$ cat config.mk
export PLATFORM = sky130hd
export DESIGN_NAME = rsi_wilder_stream_flat
export DESIGN_NICKNAME = d
export VERILOG_FILES = /design/src/rtl/rws_pkg.sv /design/src/rtl/rws_price_if.sv /design/src/rtl/rws_result_if.sv /design/src/rtl/rsi_wilder_stream.sv /design/src/rtl/rws_datapath.sv /design/src/rtl/rws_ctrl.sv /design/src/flat_wrapper.sv
export SDC_FILE = /design/constraint.sdc
export NUM_CORES = 2
export LEC_CHECK = 0
export BUFFER_PORTS_ARGS = -buffer_cell sky130_fd_sc_hd__clkbuf_2
export CORE_UTILIZATION = 40
export DETAILED_ROUTE_END_ITERATION = 6
export PLACE_DENSITY = 0.51
export SLEW_MARGIN = 20
export SYNTH_ARGS = -nofsm -noshare
export SYNTH_HDL_FRONTEND = slang
export SYNTH_HIERARCHICAL = 1
export SYNTH_SLANG_ARGS = --single-unit
export TNS_END_PERCENT = 100
$ cat constraint.sdc
create_clock -name clk -period 22.9 [get_ports clk]
set_input_delay 0 -clock clk [delete_from_list [all_inputs] [get_ports clk]]
set_output_delay 0 -clock clk [all_outputs]
set_load 0.005 [all_outputs]
$ cat src/rtl/rws_pkg.sv
// Shared constants, widths and controller/datapath signal bundles for the RSI stream block.
`default_nettype none
package rws_pkg;

  // Field and arithmetic widths.
  localparam int PRICE_W       = 32;
  localparam int PRICE_BITS    = 32;
  localparam int FRACTION_BITS = 16;
  localparam int AVG_W         = PRICE_BITS + FRACTION_BITS;
  localparam int ALPHA_W       = 17;
  localparam int ALPHA_FRAC    = 16;
  localparam int MUL_A_W       = AVG_W - ALPHA_FRAC;
  localparam int PROD_W        = MUL_A_W + ALPHA_W;
  localparam int SUM_W         = AVG_W + 1;
  localparam int REM_W         = SUM_W + 2;
  localparam int RSI_W         = 23;
  localparam int CNT_W         = $clog2(RSI_W);

  // Configuration port.
  localparam int CFG_DATA_W = 32;
  localparam int CFG_ADDR_W = 3;
  localparam logic CFG_IDX_COEFF = 1'b0;

  // Constants of the arithmetic.
  localparam logic [ALPHA_W-1:0] ALPHA_ONE   = ALPHA_W'(1 << ALPHA_FRAC);
  localparam logic [ALPHA_W-1:0] COEFF_RESET = ALPHA_W'(4681);
  localparam logic [PROD_W-1:0]  LO_ROUND    = PROD_W'((1 << ALPHA_FRAC) - 1);
  localparam logic [RSI_W-1:0]   RSI_FULL    = RSI_W'(6553600);

  // Commands from the controller to the datapath.
  typedef struct packed {
    logic             capture;
    logic             delta;
    logic             diff;
    logic             mul_hi;
    logic             mul_lo;
    logic             upd;
    logic             div_init;
    logic             div_step;
    logic             load_out;
    logic             side;
    logic [CNT_W-1:0] bit_idx;
  } cmd_t;

  // Status from the datapath to the controller.
  typedef struct packed {
    logic first;
    logic loss_zero;
  } status_t;

endpackage
`default_nettype wire

$ cat src/rtl/rws_price_if.sv
// Input channel carrying one closing price per transaction.
`default_nettype none
interface rws_price_if;
  logic                        valid;
  logic                        ready;
  logic [rws_pkg::PRICE_W-1:0] price;
  logic                        series_start;

  modport source (output valid, output price, output series_start, input ready);
  modport sink (input valid, input price, input series_start, output ready);
endinterface
`default_nettype wire

$ cat src/rtl/rws_result_if.sv
// Output channel carrying one RSI value per transaction.
`default_nettype none
interface rws_result_if;
  logic                      valid;
  logic                      ready;
  logic [rws_pkg::RSI_W-1:0] rsi_value;

  modport source (output valid, output rsi_value, input ready);
  modport sink (input valid, input rsi_value, output ready);
endinterface
`default_nettype wire

$ cat src/rtl/rsi_wilder_stream.sv
// Streaming RSI with Wilder smoothing: one price per transaction, items processed one at a time.
// Sequence to the output transaction: delta, then for a first price the output load; else two
// smoothing passes (difference, high multiply, low multiply, update) on one shared 32x17
// multiplier, divider setup, 23 radix-2 divider steps unless the loss average is zero, output
// load. A new price is accepted only after that load, and a result held at the output stalls it.
// Reset (synchronous, rst_n low) clears the sequencer and the series flag; coefficient is 4681.
`default_nettype none
module rsi_wilder_stream (
  input  wire logic                             clk,
  input  wire logic                             rst_n,
  rws_price_if.sink                             in_st,
  rws_result_if.source                          out_st,
  input  wire logic                             psel,
  input  wire logic                             penable,
  input  wire logic                             pwrite,
  input  wire logic [rws_pkg::CFG_ADDR_W-1:0]   paddr,
  input  wire logic [rws_pkg::CFG_DATA_W-1:0]   pwdata,
  output logic [rws_pkg::CFG_DATA_W-1:0]        prdata,
  output logic                                  pready
);

  logic [rws_pkg::ALPHA_W-1:0] coeff_r, coeff_nxt;
  logic                        cfg_wr;
  rws_pkg::cmd_t               cmd;
  rws_pkg::status_t            status;

  // Configuration register: written in the access phase of a transaction to its address.
  assign pready = 1'b1;
  assign cfg_wr = psel & penable & pwrite & (paddr[2] == rws_pkg::CFG_IDX_COEFF);
  assign coeff_nxt = cfg_wr ? pwdata[rws_pkg::ALPHA_W-1:0] : coeff_r;
  assign prdata = (paddr[2] == rws_pkg::CFG_IDX_COEFF) ? rws_pkg::CFG_DATA_W'(coeff_r) : '0;

  always_ff @(posedge clk) begin
    if (!rst_n) begin
      coeff_r <= rws_pkg::COEFF_RESET;
    end else begin
      coeff_r <= coeff_nxt;
    end
  end

  rws_ctrl u_ctrl (
    .clk       (clk),
    .rst_n     (rst_n),
    .in_valid  (in_st.valid),
    .in_ready  (in_st.ready),
    .out_valid (out_st.valid),
    .out_ready (out_st.ready),
    .status    (status),
    .cmd       (cmd)
  );

  rws_datapath u_datapath (
    .clk          (clk),
    .rst_n        (rst_n),
    .price        (in_st.price),
    .series_start (in_st.series_start),
    .coeff        (coeff_r),
    .cmd          (cmd),
    .status       (status),
    .rsi_value    (out_st.rsi_value)
  );

endmodule
`default_nettype wire

$ cat src/rtl/rws_datapath.sv
// Datapath: price delta, shared multiplier for Wilder smoothing, bit-serial scaled divider.
`default_nettype none
module rws_datapath (
  input  wire logic                           clk,
  input  wire logic                           rst_n,
  input  wire logic [rws_pkg::PRICE_W-1:0]    price,
  input  wire logic                           series_start,
  input  wire logic [rws_pkg::ALPHA_W-1:0]    coeff,
  input  wire rws_pkg::cmd_t                  cmd,
  output rws_pkg::status_t                    status,
  output logic [rws_pkg::RSI_W-1:0]           rsi_value
);

  logic [rws_pkg::PRICE_BITS-1:0] price_r;
  logic                           start_r;
  logic [rws_pkg::PRICE_BITS-1:0] last_r, last_nxt;
  logic                           have_last_r, have_last_nxt;
  logic [rws_pkg::AVG_W-1:0]      gain_r, gain_nxt;
  logic [rws_pkg::AVG_W-1:0]      loss_r, loss_nxt;
  logic [rws_pkg::AVG_W-1:0]      xg_r, xg_nxt;
  logic [rws_pkg::AVG_W-1:0]      xl_r, xl_nxt;
  logic [rws_pkg::AVG_W-1:0]      m_r, m_nxt;
  logic                           pos_r, pos_nxt;
  logic [rws_pkg::PROD_W-1:0]     hi_r, lo_r;
  logic [rws_pkg::SUM_W-1:0]      den_r, den_nxt;
  logic [rws_pkg::SUM_W-1:0]      rem_r, rem_nxt;
  logic [rws_pkg::RSI_W-1:0]      q_r, q_nxt;
  logic [rws_pkg::RSI_W-1:0]      out_rsi_r;

  logic                           first;
  logic [rws_pkg::ALPHA_W-1:0]    alpha;
  logic [rws_pkg::AVG_W-1:0]      avg_sel, x_sel;
  logic [rws_pkg::MUL_A_W-1:0]    mul_a;
  logic [rws_pkg::PROD_W-1:0]     prod;
  logic [rws_pkg::PROD_W-1:0]     lo_sum, step;
  logic [rws_pkg::AVG_W-1:0]      avg_new;
  logic [rws_pkg::REM_W-1:0]      r2, d1, d2, addend;

  // Saturate the coefficient so that alpha never exceeds one.
  assign alpha = (coeff > rws_pkg::ALPHA_ONE) ? rws_pkg::ALPHA_ONE : coeff;

  assign first            = start_r | ~have_last_r;
  assign status.first     = first;
  assign status.loss_zero = (loss_r == '0);

  // Operands of the average being worked on.
  assign avg_sel = cmd.side ? loss_r : gain_r;
  assign x_sel   = cmd.side ? xl_r : xg_r;

  // One shared multiplier: upper part of the difference first, low 16 bits next.
  assign mul_a = cmd.mul_hi ? m_r[rws_pkg::AVG_W-1:rws_pkg::ALPHA_FRAC]
                            : rws_pkg::MUL_A_W'(m_r[rws_pkg::ALPHA_FRAC-1:0]);
  assign prod  = rws_pkg::PROD_W'(mul_a) * rws_pkg::PROD_W'(alpha);

  // Floor of alpha times the signed difference: round the low part up when negative.
  assign lo_sum  = pos_r ? lo_r : lo_r + rws_pkg::LO_ROUND;
  assign step    = hi_r + (lo_sum >> rws_pkg::ALPHA_FRAC);
  assign avg_new = pos_r ? avg_sel + step[rws_pkg::AVG_W-1:0]
                         : avg_sel - step[rws_pkg::AVG_W-1:0];

  // One digit of the scaled ratio: the partial remainder stays below three denominators.
  assign addend = rws_pkg::RSI_FULL[cmd.bit_idx] ? rws_pkg::REM_W'(gain_r) : '0;
  assign r2     = {1'b0, rem_r, 1'b0} + addend;
  assign d1     = rws_pkg::REM_W'(den_r);
  assign d2     = {1'b0, den_r, 1'b0};

  always_comb begin
    last_nxt      = last_r;
    have_last_nxt = have_last_r;
    gain_nxt      = gain_r;
    loss_nxt      = loss_r;
    xg_nxt        = xg_r;
    xl_nxt        = xl_r;
    m_nxt         = m_r;
    pos_nxt       = pos_r;
    den_nxt       = den_r;
    rem_nxt       = rem_r;
    q_nxt         = q_r;

    // Price move, or a restart of the series.
    if (cmd.delta) begin
      last_nxt      = price_r;
      have_last_nxt = 1'b1;
      if (first) begin
        gain_nxt = '0;
        loss_nxt = '0;
        q_nxt    = rws_pkg::RSI_FULL;
      end else if (price_r > last_r) begin
        xg_nxt = {price_r - last_r, {rws_pkg::FRACTION_BITS{1'b0}}};
        xl_nxt = '0;
      end else begin
        xg_nxt = '0;
        xl_nxt = {last_r - price_r, {rws_pkg::FRACTION_BITS{1'b0}}};
      end
    end

    // Magnitude and sign of the target minus the average.
    if (cmd.diff) begin
      pos_nxt = (x_sel >= avg_sel);
      m_nxt   = (x_sel >= avg_sel) ? x_sel - avg_sel : avg_sel - x_sel;
    end

    // Write back the smoothed average.
    if (cmd.upd) begin
      if (cmd.side) begin
        loss_nxt = avg_new;
      end else begin
        gain_nxt = avg_new;
      end
    end

    // Divider setup; a zero loss average gives the full-scale result.
    if (cmd.div_init) begin
      den_nxt = rws_pkg::SUM_W'(gain_r) + rws_pkg::SUM_W'(loss_r);
      rem_nxt = '0;
      q_nxt   = (loss_r == '0) ? rws_pkg::RSI_FULL : '0;
    end

    // Quotient digit is zero, one or two.
    if (cmd.div_step) begin
      if (r2 >= d2) begin
        rem_nxt = rws_pkg::SUM_W'(r2 - d2);
        q_nxt   = {q_r[rws_pkg::RSI_W-2:0], 1'b0} + rws_pkg::RSI_W'(2);
      end else if (r2 >= d1) begin
        rem_nxt = rws_pkg::SUM_W'(r2 - d1);
        q_nxt   = {q_r[rws_pkg::RSI_W-2:0], 1'b0} + rws_pkg::RSI_W'(1);
      end else begin
        rem_nxt = rws_pkg::SUM_W'(r2);
        q_nxt   = {q_r[rws_pkg::RSI_W-2:0], 1'b0};
      end
    end
  end

  // Series state; only the have-last flag needs reset since a first price clears the rest.
  always_ff @(posedge clk) begin
    if (!rst_n) begin
      have_last_r <= 1'b0;
    end else begin
      have_last_r <= have_last_nxt;
    end
  end

  // Working registers.
  always_ff @(posedge clk) begin
    if (cmd.capture) begin
      price_r <= price[rws_pkg::PRICE_BITS-1:0];
      start_r <= series_start;
    end
    if (cmd.mul_hi) begin
      hi_r <= prod;
    end
    if (cmd.mul_lo) begin
      lo_r <= prod;
    end
    if (cmd.load_out) begin
      out_rsi_r <= q_r;
    end
    last_r <= last_nxt;
    gain_r <= gain_nxt;
    loss_r <= loss_nxt;
    xg_r   <= xg_nxt;
    xl_r   <= xl_nxt;
    m_r    <= m_nxt;
    pos_r  <= pos_nxt;
    den_r  <= den_nxt;
    rem_r  <= rem_nxt;
    q_r    <= q_nxt;
  end

  assign rsi_value = out_rsi_r;

endmodule
`default_nettype wire

$ cat src/rtl/rws_ctrl.sv
// Controller: sequences delta, two smoothing passes, the divider and the output register.
`default_nettype none
module rws_ctrl (
  input  wire logic                 clk,
  input  wire logic                 rst_n,
  input  wire logic                 in_valid,
  output logic                      in_ready,
  output logic                      out_valid,
  input  wire logic                 out_ready,
  input  wire rws_pkg::status_t     status,
  output rws_pkg::cmd_t             cmd
);

  typedef enum logic [8:0] {
    S_IDLE  = 9'b000000001,
    S_DELTA = 9'b000000010,
    S_DIFF  = 9'b000000100,
    S_MULH  = 9'b000001000,
    S_MULL  = 9'b000010000,
    S_UPD   = 9'b000100000,
    S_DINIT = 9'b001000000,
    S_DIV   = 9'b010000000,
    S_DONE  = 9'b100000000
  } state_t;

  state_t                    state_r, state_nxt;
  logic                      side_r, side_nxt;
  logic [rws_pkg::CNT_W-1:0] cnt_r, cnt_nxt;
  logic                      out_valid_r, out_valid_nxt;
  logic                      slot_free;

  // The result register can take a new value when empty or emptying this cycle.
  assign slot_free = ~out_valid_r | out_ready;
  assign in_ready  = (state_r == S_IDLE);
  assign out_valid = out_valid_r;

  always_comb begin
    state_nxt    = state_r;
    side_nxt     = side_r;
    cnt_nxt      = cnt_r;
    cmd          = '0;
    cmd.side     = side_r;
    cmd.bit_idx  = cnt_r;

    case (state_r)
      S_IDLE: begin
        cmd.capture = in_valid;
        if (in_valid) begin
          state_nxt = S_DELTA;
        end
      end
      S_DELTA: begin
        cmd.delta = 1'b1;
        side_nxt  = 1'b0;
        state_nxt = status.first ? S_DONE : S_DIFF;
      end
      S_DIFF: begin
        cmd.diff  = 1'b1;
        state_nxt = S_MULH;
      end
      S_MULH: begin
        cmd.mul_hi = 1'b1;
        state_nxt  = S_MULL;
      end
      S_MULL: begin
        cmd.mul_lo = 1'b1;
        state_nxt  = S_UPD;
      end
      S_UPD: begin
        cmd.upd = 1'b1;
        if (side_r) begin
          state_nxt = S_DINIT;
        end else begin
          side_nxt  = 1'b1;
          state_nxt = S_DIFF;
        end
      end
      S_DINIT: begin
        cmd.div_init = 1'b1;
        cnt_nxt      = rws_pkg::CNT_W'(rws_pkg::RSI_W - 1);
        state_nxt    = status.loss_zero ? S_DONE : S_DIV;
      end
      S_DIV: begin
        cmd.div_step = 1'b1;
        if (cnt_r == '0) begin
          state_nxt = S_DONE;
        end else begin
          cnt_nxt = cnt_r - rws_pkg::CNT_W'(1);
        end
      end
      S_DONE: begin
        cmd.load_out = slot_free;
        if (slot_free) begin
          state_nxt = S_IDLE;
        end
      end
      default: begin
        state_nxt = S_IDLE;
      end
    endcase
  end

  // Output valid flag follows loads and consumer transactions.
  always_comb begin
    if (cmd.load_out) begin
      out_valid_nxt = 1'b1;
    end else if (out_ready) begin
      out_valid_nxt = 1'b0;
    end else begin
      out_valid_nxt = out_valid_r;
    end
  end

  always_ff @(posedge clk) begin
    if (!rst_n) begin
      state_r     <= S_IDLE;
      side_r      <= 1'b0;
      cnt_r       <= '0;
      out_valid_r <= 1'b0;
    end else begin
      state_r     <= state_nxt;
      side_r      <= side_nxt;
      cnt_r       <= cnt_nxt;
      out_valid_r <= out_valid_nxt;
    end
  end

endmodule
`default_nettype wire
$ cat src/flat_wrapper.sv
// flat-port wrapper written by rule: the top's interface ports become plain ports
module rsi_wilder_stream_flat 
  (clk, rst_n, psel, penable, pwrite, paddr, pwdata, prdata, pready, in_st_valid, in_st_price, in_st_series_start, in_st_ready, out_st_valid, out_st_rsi_value, out_st_ready);
  rws_price_if in_st_i ();
  rws_result_if out_st_i ();
  input  wire logic clk;
  input  wire logic rst_n;
  input  wire logic psel;
  input  wire logic penable;
  input  wire logic pwrite;
  input  wire logic [rws_pkg::CFG_ADDR_W-1:0] paddr;
  input  wire logic [rws_pkg::CFG_DATA_W-1:0] pwdata;
  output logic [rws_pkg::CFG_DATA_W-1:0] prdata;
  output logic pready;
  input wire logic [$bits(in_st_i.valid)-1:0] in_st_valid;
  input wire logic [$bits(in_st_i.price)-1:0] in_st_price;
  input wire logic [$bits(in_st_i.series_start)-1:0] in_st_series_start;
  output wire logic [$bits(in_st_i.ready)-1:0] in_st_ready;
  output wire logic [$bits(out_st_i.valid)-1:0] out_st_valid;
  output wire logic [$bits(out_st_i.rsi_value)-1:0] out_st_rsi_value;
  input wire logic [$bits(out_st_i.ready)-1:0] out_st_ready;
  assign in_st_i.valid = in_st_valid;
  assign in_st_i.price = in_st_price;
  assign in_st_i.series_start = in_st_series_start;
  assign in_st_ready = in_st_i.ready;
  assign out_st_valid = out_st_i.valid;
  assign out_st_rsi_value = out_st_i.rsi_value;
  assign out_st_i.ready = out_st_ready;
  rsi_wilder_stream u_core (.clk(clk), .rst_n(rst_n), .in_st(in_st_i), .out_st(out_st_i), .psel(psel), .penable(penable), .pwrite(pwrite), .paddr(paddr), .pwdata(pwdata), .prdata(prdata), .pready(pready));
endmodule
==> impl_metrics.tcl <==
set metrics [dict create \
    run_status "completed" \
    pre_cts_slack_ns 13.28 \
    die-height_um 396 \
    fill_cells 15306 \
    grt_usage 0.245 \
    globalRoute.totalOverflow 0 \
    period_share 0.428 \
    use_met1 0.350 \
    final_util 0.439 \
    ys.flop_type "edfxtp_1" \
    cts.root.buffer_cell "clkbuf_16" \
    synth_xor_area_frac 0.0697 \
    cts_tree "done" \
    drive_above_1_share 0.0590 \
    synth-seq-cells 549 \
    cts-resized-gates 0 \
    post-dp-hpwl_um 158000 \
    synth_top_area_share 0.203 \
    grt_pass1_wl_um 297000 \
    fin_crit_ns 9.80 \
    clk_latency_ns 0.68 \
    crit_type "flip-flop to flip-flop" \
    io_buffers 99 \
    cp-start-kind "flip-flop" \
    syn-cell-area_sq_um 62000 \
    grt.busiest_layer "met2" \
    grt_max_degree 115 \
    cp.arrival_ns 10.20 \
    clkTransAtPathRegs_ns 0.06 \
    power_density_nw_per_um2 45.1 \
    rsz0062_at_grt "no" \
    synth_most_common_cell "inv_1" \
    hold_path.class "primary input to flip-flop" \
    cp.required_ns 23.30 \
    wire_per_inst_um 21.1 \
    grt_util_met2 0.383 \
    rows 144 \
    fmax_mhz 102 \
    reg2reg_slack_ns 13.10 \
    leakagePower_nw 28.5 \
    synth_cell_types 127 \
    synth_top_family_by_area "adder cells" \
    cp-end-kind "flip-flop" \
    critical-path-max-stage-delay_ns 0.65 \
    initial_utilization 0.403 \
    critPathMaxFanout 114 \
    place_inst 8936 \
    synth_mux_area_frac 0.0255 \
    critPathSlowestCell "a2111oi_0" \
    crit_path_frequent_cell "fa_1" \
    cp_top_family "adder cells" \
    post-cts-setup-buffers 0 \
    grt_pass1_vias 48932 \
    whs_ns 0.0494 \
    htreeDepth 3 \
    viasPerCell 5.51 \
    syn_inst 7022 \
    cp_num_buf_inv 6 \
    fin_skew_ns 0.0286 \
    timing.rr.start "u_core/u_ctrl/state_r[5]" \
    synth_compound_area_frac 0.177 \
    hold_violations 0 \
    rr_worst_depth 28 \
    yosys_warnings 6 \
    wl_um 193000 \
    first_iter_violations 3772 \
    crit_cells 28 \
    post-synth-top-area-cell "edfxtp_1" \
    synth_commonest_cells "inv_1, nand2_1, a21oi_1" \
    clock-sinks 549 \
    synthAdderAreaFrac 0.255 \
    synthSimpleGateAreaFrac 0.158 \
    ys_async_sr_fraction 0 \
    die_width_um 396 \
    ios 133 \
    drc 0 \
    seq_area_frac_synth 0.245 \
    setup_tns_ns 0 \
    layout.nets 8120 \
    crit_end "u_core/u_datapath/lo_r[47]" \
    place.gp.congestion 0.935 \
    first_pass_iters 6 \
    area_growth_syn_to_layout_pct 8.98 \
    stdcell_count 9161 \
    core-area_sq_um 154000 \
    worst_pin_slew_ns 1.17 \
    cap_violations 0 \
    antenna_left 0 \
    setup_viol 0 \
    num_vias 50446 \
    slew_violations 0 \
    syn_avg_cell_area_sq_um 8.84 \
    postCtsHoldBufs 93 \
    cts_inserted_buffers 70 \
    setup_ws_ns 13.10 \
    cp-startpoint "u_core/u_ctrl/state_r[5]" \
    antenna_found_initial 8 \
    reg2reg_to "u_core/u_datapath/lo_r[47]" \
    ir_worst_vdd_v 0.0000698 \
    use_met3 0.0414 \
    die_area_sq_um 157000 \
    cts_max_path_buffers 3 \
    yosys-top-cells-area "edfxtp_1, fa_1, ha_1, inv_1, nand2_1" \
    slew-limit-headroom 0.201 \
    synth_edf_count 419 \
]
## report_power, final
part | switching (mW) | internal (mW)
sequential | 0.00881 | 1.14
clock | 0.471 | 0.638
combinational | 0.492 | 0.297
## flip-flops by register name (all words and copies together) (netlist names), 48 cells and up
| signal | flops |
|---|---|
| u_core/u_datapath/gain_r | 48 |
| u_core/u_datapath/hi_r | 48 |
| u_core/u_datapath/rem_r | 49 |
| u_core/u_datapath/den_r | 49 |
| u_core/u_datapath/loss_r | 48 |
| u_core/u_datapath/lo_r | 49 |
| u_core/u_datapath/m_r | 48 |
## metal layers
metal	routed length [um]	vias to the layer above
li1	-	24282
met1	91300	24691
met2	86200	1269
met3	11400	200
met4	4430	4
met5	29	-
## through the flow
stage	instance area, sq um	total power, mW
final	67600	3.05
after global routing	67600	3.21
after CTS	67600	3.08
after detailed placement	64400	1.94
after global placement	64400	1.94
after floorplan	62100	1.71
## cells in the final DEF (no fill, tap or decap), types with 129 or more instances in the layout
cell      count
a21o_1      221
a21oi_1     534
dfxtp_1     129
edfxtp_1    419
fa_1        458
ha_1        530
inv_1       774
nand2_1     764
nor2_1      488
o21ai_0     267
xnor2_1     314
xor2_1      178
## cells by family after synthesis
group / Yosys count
fa+ha+maj: 988
other cells: 2
mux: 152
simple gates: 2076
xor+xnor: 493
flops: 549
compound gates: 1675
buf+inv: 1087
## cell type report
cell class,count,area [sq um],share of cell area
diodes,3,7.51,0.000111
clock buffers,91,1930,0.0286
clock inverters,38,359,0.00531
inverters,780,2940,0.0435
multi-input cells,5400,42700,0.632
flip-flops and latches,549,15200,0.225
well taps,2044,2560,0.0378
repair buffers,256,1920,0.0284
## how the worst min path moves through the flow
| stage | cells past startpoint | start | slack, ns | to |
|---|---|---|---|---|
| 3_3_place_gp | 1 | in_st_price[22] | 0.18 | u_core/u_datapath/price_r[22] |
| 4_1_cts | 2 | in_st_price[2] | 0.00001 | u_core/u_datapath/price_r[2] |
| 2_1_floorplan | 0 | in_st_price[0] | 0.1 | u_core/u_datapath/price_r[0] |
| 6_report | 2 | in_st_price[10] | 0.05 | u_core/u_datapath/price_r[10] |
| 5_1_grt | 2 | in_st_price[25] | 0.008 | u_core/u_datapath/price_r[25] |
| 3_5_place_dp | 1 | in_st_price[2] | 0.18 | u_core/u_datapath/price_r[2] |
No activity file was read; power rests on OpenSTA's default activity.
